File: config.mk
export PLATFORM = sky130hd
export DESIGN_NAME = lpht_ctrl
export DESIGN_NICKNAME = d
export VERILOG_FILES = /design/src/hdl/lpht_pkg.sv /design/src/hdl/lpht_ctrl.sv
export SDC_FILE = /design/constraint.sdc
export NUM_CORES = 1
export LEC_CHECK = 0
export BUFFER_PORTS_ARGS = -buffer_cell sky130_fd_sc_hd__buf_2
export CAP_MARGIN = 10
export CELL_PAD_IN_SITES_DETAIL_PLACEMENT = 1
export CELL_PAD_IN_SITES_GLOBAL_PLACEMENT = 1
export CORE_AREA = 2 2 39 41
export CTS_BUF_LIST = sky130_fd_sc_hd__clkbuf_4 sky130_fd_sc_hd__clkbuf_8
export DETAILED_ROUTE_END_ITERATION = 7
export DIE_AREA = 0 0 41 43
export PLACE_DENSITY_LB_ADDON = 0.1
export SYNTH_ARGS = -nofsm -noshare
export SYNTH_HDL_FRONTEND = slang
export SYNTH_SLANG_ARGS = --single-unit
File: constraint.sdc
create_clock -name clock -period 1.2 [get_ports clock]
set_input_delay 0.06 -clock clock [delete_from_list [all_inputs] [get_ports clock]]
set_output_delay 0.06 -clock clock [all_outputs]
set_load 0.01 [all_outputs]
File: src/hdl/lpht_pkg.sv
// Package for the linear-probe hash table.
// Holds operation codes, slot status codes, controller states and the
// command/status structs shared by the controller and the datapath.
`default_nettype none

package lpht_pkg;

   localparam int KEY_W   = 64;
   localparam int DATA_W  = 64;
   localparam int LIMIT_W = 10;
   localparam int LIVE_W  = 11;
   localparam logic [LIMIT_W-1:0] LIMIT_RESET = 10'd767;

   typedef enum logic [1:0] {
      OP_LOOKUP = 2'd0,
      OP_INSERT = 2'd1,
      OP_REMOVE = 2'd2,
      OP_CLEAR  = 2'd3
   } op_type;

   typedef enum logic [1:0] {
      SLOT_EMPTY   = 2'd0,
      SLOT_PRESENT = 2'd1,
      SLOT_TOMB    = 2'd2
   } slot_status_type;

   typedef struct packed {
      slot_status_type     status;
      logic [KEY_W-1:0]    key;
      logic [DATA_W-1:0]   data;
   } slot_type;

   typedef enum logic [2:0] {
      ST_INIT,
      ST_IDLE,
      ST_PROBE,
      ST_SWEEP,
      ST_FINISH
   } ctrl_state_type;

   typedef struct packed {
      logic accept;
      logic probe;
      logic sweep;
      logic finish;
   } cmd_type;

   typedef struct packed {
      logic req_clear;
      logic probe_done;
      logic sweep_last;
   } stat_type;

endpackage

`default_nettype wire

File: src/hdl/lpht_ctrl.sv
// Controller state machine of the hash table: sequences init sweep, probe,
// clear sweep and finish, and owns the response valid flag. Uses lpht_pkg.
`default_nettype none

module lpht_ctrl import lpht_pkg::*; (
   input  wire logic     clock,
   input  wire logic     reset,
   input  wire logic     req_valid,
   output logic          req_ready,
   input  wire logic     rsp_ready,
   output logic          rsp_valid,
   input  wire stat_type stat,
   output cmd_type       cmd
);

   ctrl_state_type state_ff, state_in;
   logic           rsp_valid_ff, rsp_valid_in;
   logic           out_free;

   assign out_free = !rsp_valid_ff || rsp_ready;

   always_comb begin
      state_in = state_ff;
      case (state_ff)
         ST_INIT: begin
            if (stat.sweep_last) state_in = ST_IDLE;
         end
         ST_IDLE: begin
            if (req_valid) state_in = stat.req_clear ? ST_SWEEP : ST_PROBE;
         end
         ST_PROBE: begin
            if (stat.probe_done) state_in = ST_FINISH;
         end
         ST_SWEEP: begin
            if (stat.sweep_last) state_in = ST_FINISH;
         end
         ST_FINISH: begin
            if (out_free) state_in = ST_IDLE;
         end
         default: begin
            state_in = ST_INIT;
         end
      endcase
   end

   always_comb begin
      cmd       = '0;
      req_ready = 1'b0;
      case (state_ff)
         ST_INIT: begin
            cmd.sweep = 1'b1;
         end
         ST_IDLE: begin
            req_ready  = 1'b1;
            cmd.accept = req_valid;
         end
         ST_PROBE: begin
            cmd.probe = 1'b1;
         end
         ST_SWEEP: begin
            cmd.sweep = 1'b1;
         end
         ST_FINISH: begin
            cmd.finish = out_free;
         end
         default: begin
            cmd = '0;
         end
      endcase
   end

   always_comb begin
      rsp_valid_in = rsp_valid_ff;
      if (cmd.finish) begin
         rsp_valid_in = 1'b1;
      end else if (rsp_ready) begin
         rsp_valid_in = 1'b0;
      end
   end

   always_ff @(posedge clock) begin
      if (reset) begin
         state_ff     <= ST_INIT;
         rsp_valid_ff <= 1'b0;
      end else begin
         state_ff     <= state_in;
         rsp_valid_ff <= rsp_valid_in;
      end
   end

   assign rsp_valid = rsp_valid_ff;

endmodule

`default_nettype wire

Word level (Yosys, flattened, before mapping)
Cells that the tools add are included.
Widths: inputs -> output; s select.
{"block": "totals", "regBits": 4, "input_bits": 7, "out_inout_bits": 6, "word_cells": 31}
{"block": "op_classes", "eq_ne": 9, "n_mux": 14, "n_reduce_logical": 6}
{"op": "$mux 3", "n": 5}
{"op": "$pmux 3 s5", "n": 1}
{"op": "$ne 2x2->1 const B", "n": 5}
{"op": "$mux 1", "n": 8}
{"op": "$eq 3x2->1 const B", "n": 2}
{"op": "$reduce_and 5->1", "n": 1}
{"op": "$eq 3x1->1 const B", "n": 1}
{"op": "$eq 3x3->1 const B", "n": 1}
{"op": "$logic_not 3->1", "n": 1}
{"op": "$reduce_bool 2->1", "n": 1}
{"op": "$reduce_or 2->1", "n": 1}
{"op": "$logic_not 1->1", "n": 1}
{"op": "$logic_or 1x1->1", "n": 1}

Depth between registers and ports, before layout
Gate-level depths: netlist of the first run.
{"block": "logic_depth", "word_depth": 4, "depth_mapped": 5, "mapped_depth_nobuf": 3}

Worst setup path after synthesis of the first run
Ideal clock, no wire load.
{"block": "synth_path", "path_kind": "reg2reg", "startpoint": "reg state_ff[2]", "endpoint": "reg state_ff[0]", "setup_ns": 0.086, "arrival_time_ns": 0.982, "required_ns": 1.114, "slack_ns": 0.131, "path_stages_with_launch": 5, "n_path_buf": 1, "period_less_slack_ns": 1.069, "cell_sequence": "dfxtp_1 buf_6 nand2b_4 a221o_1 a221oi_2"}
{"block": "synth_between", "elab_chain_cells": 3, "word_cells_on_any_way": 12, "cone_classes": "9 x eq/ne; 1 x mux; 2 x reduce/logical"}
{"element": "start: declaration", "line_no": "lpht_ctrl.sv:16", "source": "ctrl_state_type state_ff, state_in;"}
{"element": "start signal: assignment", "line_no": "lpht_ctrl.sv:86", "source": "state_ff <= state_in;"}
{"element": "$eq 3x3->1 (tied with other cells)", "line_no": "lpht_ctrl.sv:24", "source": "case (state_ff)"}
{"element": "$ne 2x2->1 (no line)"}
{"element": "$reduce_and 5->1 (no line)"}
Several ways; a longest one is shown, not always the timed one.
A chain may end at the register's enable or synchronous reset.

==> results.py, run 1 <==
metrics = {
    "run_status": {
        "run_status": "finished clean",
    },
    "critical_path": {
        "crit_path_end": "cmd[3]",
        "ff2ff_path_depth": 4,
        "worstSetupStartpoint": "state_ff[0]",
        "worst_ep_arrival_time_ps": 1080,
        "cp_max_fo": 8,
        "critPathLaunchType": "register",
        "crit_type": "register to output port",
        "timing.rr.end": "state_ff[0]",
        "timing.rr.start": "state_ff[1]",
        "end_kind": "output port",
        "regToRegSetupSlack_ps": 70,
        "crit_required_ps": 1140,
    },
    "cts": {
        "cts-root-buf": "clkbuf_4",
        "htree_levels": 1,
        "cts_max_path_buffers": 2,
        "clkSlewWorstSetupHoldPaths_ps": 40,
        "clock-sinks": 4,
        "hold_buffers": 0,
        "cts_buffers": 3,
        "cts_tree": "built",
        "worst_skew_pair.late_latency_ps": 230,
    },
    "pwr": {
        "ir_drop_uv": 440.9,
        "power.total_mw": 0.4497,
        "power_density_mw_per_mm2": 1134,
        "p_leak_nw": 0.1836,
    },
    "sta": {
        "maxSlewViolCount": 0,
        "maxSlewHeadroom": 0.7724,
        "rsz0062_at_grt": "true",
        "worstMarginPinSlew_ps": 332.8,
        "clock_skew_ps": 2.415,
        "setup_viol": 0,
        "finalCritPeriodShare": 0.9534,
        "whs_ps": 43.93,
        "period_minus_slack_ps": 1144,
        "final-hold-violation-count": 0,
        "tns_ps": 0,
        "fmax_ghz": 0.8741,
    },
    "die": {
        "die_area_sq_mm": 0.001763,
        "die_w_um": 41,
        "initial_utilization": 0.2080,
        "rows": 14,
        "core_area_sq_mm": 0.001384,
        "die_y_um": 43,
        "ios": 13,
    },
    "global_routing": {
        "first_global_vias": 243,
        "globalRouteOverflowTotal": 0,
        "track_usage": 0.09428,
        "grt_max_degree": 10,
        "grt_pass1_wl_um": 1076,
        "antenna_found_initial": 0,
    },
    "place": {
        "dpl_cell_area_sq_um": 345.3,
        "dpl.hpwl_um": 576.2,
        "gp_congestion": 0.6700,
        "port_buffers": 12,
        "dp_cells": 60,
    },
    "route": {
        "post_drt_wl_per_cell_um": 11.28,
        "drtAntennaViolNets": 0,
        "dr.pass1.iters": 2,
        "totalWireLength_um": 722,
        "vias_per_cell": 4.250,
        "drtIter0Drc": 2,
        "vias": 272,
        "drc": 0,
    },
    "job": {
        "maxCapViolations": 0,
    },
    "layout": {
        "syn_to_final_growth_pct": 37.83,
        "final_cell_area_sq_um": 396.6,
        "nNetsFinal": 57,
        "instances_no_fill": 64,
        "num_antenna_cells": 0,
        "fillers": 181,
        "final_layout_size_suffix_gt1_frac": 0.5208,
    },
    "synthesis": {
        "yosysUniqueCellTypes": 20,
        "synth_nets": 41,
        "synth_area_sq_um": 287.8,
        "ys_ff_latch": 4,
        "synth_area_leader_cell": "dfxtp_1",
        "synth.yosys.seq_area_share": 0.2783,
        "yosysTopAreaCellShare": 0.2783,
        "avgSynthCellArea_sq_um": 8.464,
        "synthTopCellsByArea": "dfxtp_1, buf_6, nor2_1",
        "yosysWarningCount": 0,
        "syn_inst": 34,
    },
    "min_path": {
        "min_path_type": "input port to register",
    },
}
## cells in the final DEF, fill, tap and decap left out
master	instances
buf_2	12
nor2_1	5
a21oi_1	3
clkbuf_4	3
nor2b_1	2
inv_1	2
buf_4	2
dfxtp_1	2
dfxtp_4	2
nor2_2	1
nand2_1	1
nand2b_4	1
nor3b_1	1
xor2_2	1
and2_1	1
mux2i_1	1
a2111oi_0	1
a221o_1	1
o21ai_0	1
a221oi_2	1
mux2_2	1
nand3b_1	1
nand3_1	1
buf_6	1
## flip-flops by register name, indices dropped and copies added, names as in the netlist
register   cells
state_ff       3
rsp_valid      1
## cells by family after synthesis
kind of cell	Yosys count	synth area share
and+or+nand+nor	14	0.2739
AOI/OAI and AO/OA	7	0.1869
buffers and inverters	6	0.1565
DFF	4	0.2783
muxes	2	0.07391
xor gates and xnor gates	1	0.03044
## power by group
part	internal [mW]	switching, mW	leakage, nW	total [mW]
sequential	0.144	0.0199	0.0340	0.164
clock	0.112	0.0540	0.0138	0.166
combinational	0.0638	0.0565	0.136	0.120
total	0.319	0.130	0.184	0.450
## stage by stage
| step | utilization | worst slack (ps) |
|---|---|---|
| after detailed placement | 0.2495 | 23.93 |
| after global routing | 0.2866 | -12.96 |
| after global placement | 0.2495 | 51.37 |
| after CTS | 0.2694 | 5.779 |
| final | 0.2866 | 55.96 |
| after floorplan | - | 131.4 |
## synth_stat cells
cell,number
nand2_1,1
mux2i_1,1
nor3b_1,1
inv_1,2
o21ai_0,1
xor2_1,1
dfxtp_1,4
and2_1,1
a21oi_1,3
a2111oi_0,1
buf_4,2
buf_6,2
nand2b_4,1
nor2_1,6
nor2b_1,2
nand3b_1,1
a221o_1,1
a221oi_2,1
mux2_2,1
nand3_1,1
## final cells by class
type	count	area, sq um	area share
Multi-Input combinational cell	24	172.7	0.4353
Tap cell	16	20.02	0.05047
Timing Repair Buffer	15	86.33	0.2177
Inverter	2	7.507	0.01893
Sequential cell	4	87.58	0.2208
Clock buffer	3	22.52	0.05678
## worst max-delay path, cell delays in order, from the launching register on
cell,delay [ps]
dfxtp_4,410
nand2b_4,60
nor2_1,130
and2_1,140
buf_2,120
## repair_timing
item                                   in CTS  in global routing
setup endpoints to repair                   4                  3
endpoints found under the hold margin       0                  0
buffers inserted                            0                  1
gates cloned                                0                  0
pin swaps                                   0                  2
resized for setup                           3                  4
## worst min-delay path by stage
stage               start          end  slack (ps)  cells past startpoint
CTS                 reset  state_ff[0]          30                      2
finish              reset  state_ff[0]          40                      2
global placement    reset  state_ff[0]         290                      2
detailed placement  reset  state_ff[0]         290                      2
global route        reset  state_ff[0]          40                      2
floorplan           reset  state_ff[0]         130                      1
## per-layer routing
metal / global-route usage / part of all wire
met4: 0.1000 / 0
met2: 0.1188 / 0.45
met3: 0.01571 / 0.068
met1: 0.1218 / 0.48
met5: 0 / 0
Power figures use the tool's default switching activity.
==> run 2, diff against run 1 <==
Settings changed: RECOVER_POWER from default to 25.
==> run 2 against run 1 <==
Cell count unchanged. Critical endpoint unchanged. Non-clock buffer count unchanged. Die area unchanged. Critical path type unchanged. Sequential share of layout area is 0.070 points higher. Largest power group unchanged. Core utilization shrank 0.090 points. Power about the same.
==> results.py, run 2 (synthesis gave the netlist of run 1 again) <==
metrics = {
    "run_status": {
        "run_status": "finished clean",
    },
    "layout": {
        "fillers": 182,
        "final_layout_size_suffix_gt1_frac": 0.5000,
        "syn_to_final_growth_pct": 37.39,
        "fin_util": 0.2857,
        "mostFrequentLayoutCells": "buf_2, nor2_1, a21oi_1, clkbuf_4",
        "nNetsFinal": 57,
        "multi_input_area_sq_um": 172.7,
        "regMostFlops": "state_ff",
        "num_antenna_cells": 0,
        "regArea_sq_um": 87.58,
        "layout_commonest_cell": "buf_2",
        "largest_register_ffs": 3,
        "final_cell_area_sq_um": 395.4,
    },
    "die": {
        "die_w_um": 41,
        "ios": 13,
        "rows": 14,
        "die_area_sq_mm": 0.001763,
        "die_y_um": 43,
        "initial_utilization": 0.2080,
        "core_area_sq_mm": 0.001384,
    },
    "critical_path": {
        "timing.rr.end": "state_ff[0]",
        "worst_ep_arrival_time_ps": 1080,
        "regToRegSetupSlack_ps": 70,
        "slowest_delay_ps": 410,
        "crit_required_ps": 1140,
        "cp_slowest_cell": "dfxtp_4",
        "end_kind": "output port",
        "cp_num_cells": 4,
        "critPathLaunchType": "register",
        "cp_max_fo": 8,
        "crit_type": "register to output port",
        "crit_chain": "nand2b_4 -> nor2_1 -> and2_1 -> buf_2",
        "cp_top_family": "flip-flops",
        "timing.rr.start": "state_ff[1]",
        "ff2ff_path_depth": 4,
        "path_buf_inv": 1,
    },
    "global_routing": {
        "globalRouteOverflowTotal": 0,
        "first_global_vias": 243,
        "antenna_found_initial": 0,
        "track_usage": 0.09428,
        "grt_max_degree": 10,
        "grt_pass1_wl_um": 1076,
    },
    "route": {
        "drtAntennaViolNets": 0,
        "vias_per_cell": 4.250,
        "drtIter0Drc": 2,
        "drc": 0,
        "totalWireLength_um": 724,
        "post_drt_wl_per_cell_um": 11.31,
        "dr.pass1.iters": 2,
        "vias": 272,
    },
    "sta": {
        "maxSlewViolCount": 0,
        "finalCritPeriodShare": 0.9534,
        "whs_ps": 43.93,
        "clock_skew_ps": 2.415,
        "final-hold-violation-count": 0,
        "fmax_ghz": 0.8741,
        "tns_ps": 0,
        "worstMarginPinSlew_ps": 332.8,
        "maxSlewHeadroom": 0.7724,
        "rsz0062_at_grt": "true",
        "period_minus_slack_ps": 1144,
        "setup_viol": 0,
    },
    "min_path": {
        "holdPathEnd": "state_ff[0]",
        "hold_depth": 2,
        "min_path_type": "input port to register",
        "holdCritStartpoint": "reset",
    },
    "cts": {
        "clkSlewWorstSetupHoldPaths_ps": 40,
        "cts_max_path_buffers": 2,
        "cts_tree": "built",
        "htree_levels": 1,
        "cts-root-buf": "clkbuf_4",
        "hold_buffers": 0,
        "worst_skew_pair.late_latency_ps": 230,
        "cts_buffers": 3,
        "clock-sinks": 4,
    },
    "place": {
        "dpl.hpwl_um": 576.2,
        "dpl_cell_area_sq_um": 345.3,
        "gp_congestion": 0.6700,
        "port_buffers": 12,
    },
    "pwr": {
        "p_leak_nw": 0.1792,
        "ir_drop_uv": 440.8,
        "power_density_mw_per_mm2": 1137,
    },
    "job": {
        "maxCapViolations": 0,
    },
}
[run 2: changes by cell type in the layout (fill, tap and decap cells not counted)]
cell / change
clkbuf_1: +1
buf_2: -1
[run 2: stage by stage]
| stage | instances | total power, mW | setup WS, ps |
|---|---|---|---|
| final | 64 | 0.4495 | 55.96 |
| after global routing | 64 | 0.4855 | -12.96 |
| after CTS | 63 | 0.4545 | 5.779 |
| after detailed placement | 60 | 0.2725 | 23.93 |
| after global placement | 60 | 0.2694 | 51.37 |
| after floorplan | 34 | 0.2381 | 131.4 |
[run 2: metal layers]
metal | wire, um | up-vias | track usage
li1 | - | 144 | -
met1 | 348 | 118 | 0.1218
met2 | 326 | 10 | 0.1188
met3 | 50 | 0 | 0.01571
met4 | 0 | 0 | 0.1000
met5 | 0 | - | 0
[run 2: worst max-delay path by stage]
stage | start | endpoint | slack (ps)
detailed placement | state_ff[0] | state_ff[0] | 20
finish | state_ff[0] | cmd[3] | 60
global route | state_ff[0] | cmd[3] | -10
CTS | state_ff[0] | cmd[3] | 6
global placement | state_ff[0] | state_ff[0] | 50
floorplan | state_ff[2] | state_ff[0] | 130
[run 2: cell type report]
class                      count  share of cell area
sequential                     4              0.2215
timing repair buffer          15              0.2152
multi-input combinational     24              0.4367
clock buffer                   3             0.05696
inverter                       2             0.01899
tap                           16             0.05063
[run 2: power breakdown]
part	internal [mW]	switching [mW]
Sequential	0.144	0.0200
Clock	0.112	0.0540
Combinational	0.0636	0.0565
Total	0.319	0.130
[run 2: what timing repair did]
action                     in CTS  in global routing
buffers inserted                0                  1
resized for setup               3                  4
pin swaps                       0                  2
setup endpoints to repair       4                  3
[run 2: worst reg2reg max path: stages, from the launching register on]
cell and delay [ps]:
dfxtp_4 380, buf_4 120, nor2_1 40, a221o_1 310, a221oi_2 200
==> run 3, diff against run 2 <==
Settings changed: CTS_BUF_LIST sky130_fd_sc_hd__clkbuf_4 sky130_fd_sc_hd__clkbuf_8 to sky130_fd_sc_hd__clkbuf_8.
==> run 3 against run 2 <==
Via count did not move. Count of clock-buffer cells in the layout did not move. Core utilization rose by 0.27 points. Critical path depth unchanged. Non-clock buffer count is 1 lower. Clock skew shrank 1.7 ps. First-iteration DRC count shrank 50%. Die area unchanged. Routed wire length grew 2.5%. Critical endpoint is now cmd[1].
==> results.py, run 3 (synthesis gave the netlist of run 1 again) <==
metrics = {
    "run_status": {
        "run_status": "finished clean",
    },
    "sta": {
        "final-hold-violation-count": 0,
        "maxSlewViolCount": 0,
        "clock_skew_ps": 0.6866,
        "finalCritPeriodShare": 0.9374,
        "maxSlewHeadroom": 0.7757,
        "fmax_ghz": 0.8890,
        "setup_viol": 0,
        "worstMarginPinSlew_ps": 327.9,
        "tns_ps": 0,
        "rsz0062_at_grt": "false",
        "period_minus_slack_ps": 1125,
        "whs_ps": 65.54,
    },
    "critical_path": {
        "crit_chain": "buf_6 -> xor2_1 -> nor2_1 -> buf_2",
        "slowest_delay_ps": 360,
        "cp_slowest_cell": "dfxtp_4",
        "crit_required_ps": 1140,
        "critPathLaunchType": "register",
        "worstSetupStartpoint": "state_ff[1]",
        "cp_top_family": "flip-flops",
        "worst_ep_arrival_time_ps": 1060,
        "timing.rr.start": "state_ff[1]",
        "end_kind": "output port",
        "crit_type": "register to output port",
        "cp_max_fo": 7,
        "path_buf_inv": 2,
    },
    "global_routing": {
        "grt_use_met1": 0.1186,
        "use_met2": 0.1219,
        "antenna_found_initial": 0,
        "globalRouteOverflowTotal": 0,
        "grt_pass1_wl_um": 1090,
        "grt_max_degree": 10,
        "top_usage_layer": "met2",
        "track_usage": 0.1003,
        "first_global_vias": 249,
        "grtUsageMet3": 0.03141,
    },
    "layout": {
        "final_layout_size_suffix_gt1_frac": 0.4681,
        "regMostFlops": "state_ff",
        "instances_no_fill": 63,
        "fin_util": 0.2884,
        "num_antenna_cells": 0,
        "syn_to_final_growth_pct": 38.70,
        "largest_register_ffs": 3,
        "final_cell_area_sq_um": 399.1,
        "mostFrequentLayoutCells": "buf_2, nor2_1, a21oi_1, clkbuf_8",
        "nNetsFinal": 56,
        "layout_commonest_cell": "buf_2",
    },
    "cts": {
        "cts-root-buf": "clkbuf_8",
        "worst_skew_pair.late_latency_ps": 220,
        "cts_tree": "built",
        "clkSlewWorstSetupHoldPaths_ps": 30,
        "clock-sinks": 4,
        "cts_max_path_buffers": 2,
        "cts_buffers": 3,
        "cts_setup_buffers": 0,
        "htree_levels": 1,
    },
    "route": {
        "vias_per_cell": 4.317,
        "dr.pass1.iters": 4,
        "drtAntennaViolNets": 0,
        "drc": 0,
        "vias": 272,
        "drtIter0Drc": 1,
        "post_drt_wl_per_cell_um": 11.78,
        "totalWireLength_um": 742,
    },
    "pwr": {
        "ir_drop_uv": 300.7,
        "power_density_mw_per_mm2": 1402,
        "p_leak_nw": 0.1815,
    },
    "die": {
        "die_w_um": 41,
        "core_area_sq_mm": 0.001384,
        "die_area_sq_mm": 0.001763,
        "initial_utilization": 0.2080,
        "rows": 14,
        "ios": 13,
        "die_y_um": 43,
    },
    "place": {
        "dpl_cell_area_sq_um": 345.3,
        "dp_cells": 60,
        "port_buffers": 12,
        "dpl.hpwl_um": 576.2,
        "gp_congestion": 0.6700,
    },
    "min_path": {
        "holdCritStartpoint": "reset",
        "min_path_type": "input port to register",
    },
    "job": {
        "maxCapViolations": 0,
    },
}
[run 3: changes by cell type in the layout (fill, tap and decap cells not counted)]
cell / previous run / this run
xor2_1: 0 / 1
buf_4: 2 / 1
xor2_2: 1 / 0
clkbuf_8: 0 / 3
clkbuf_4: 3 / 0
[run 3: final timing paths]
| check | slack [ps] | to | cells past startpoint |
|---|---|---|---|
| min reg2reg | 550 | state_ff[1] | 1 |
| min | 70 | state_ff[0] | 2 |
| max reg2reg | 130 | state_ff[0] | 3 |
| max | 80 | cmd[1] | 4 |
[run 3: per-layer routing]
metal,wire length [um],share of wire
met1,341,0.46
met2,344,0.46
met3,56,0.075
met4,0,0
met5,0,0
[run 3: timing repair]
item                                    in CTS  in global routing
pin swaps                                    0                  1
hold buffers                                 0                  0
resized for setup                            2                  4
endpoints found under the setup margin       4                  4
cloned                                       0                  0
[run 3: worst reg2reg max path: stages (launching register included)]
cell	delay, ps
dfxtp_4	380
nor2_1	60
a221o_1	340
a221oi_2	200
[run 3: cell type report]
type,instances,area [sq um]
repair buffers,14,77.57
multi-input cells,24,165.2
clock buffers,3,41.29
flip-flops and latches,4,87.58
well taps,16,20.02
inverters,2,7.507
fillers,183,984.7
[run 3: power by group]
part	internal [mW]	leakage [nW]	total, mW	switching [mW]
clock	0.214	0.0216	0.284	0.0704
combinational	0.0581	0.126	0.112	0.0539
sequential	0.144	0.0340	0.163	0.0192
total	0.416	0.181	0.559	0.144
[run 3: stage by stage]
| step | power (mW) | setup WS [ps] |
|---|---|---|
| 2_1_floorplan | 0.2381 | 131.4 |
| 3_3_place_gp | 0.2694 | 51.37 |
| 3_5_place_dp | 0.2725 | 23.93 |
| 4_1_cts | 0.5719 | 8.036 |
| 5_1_grt | 0.5945 | 2.113 |
| 6_report | 0.5595 | 75.13 |
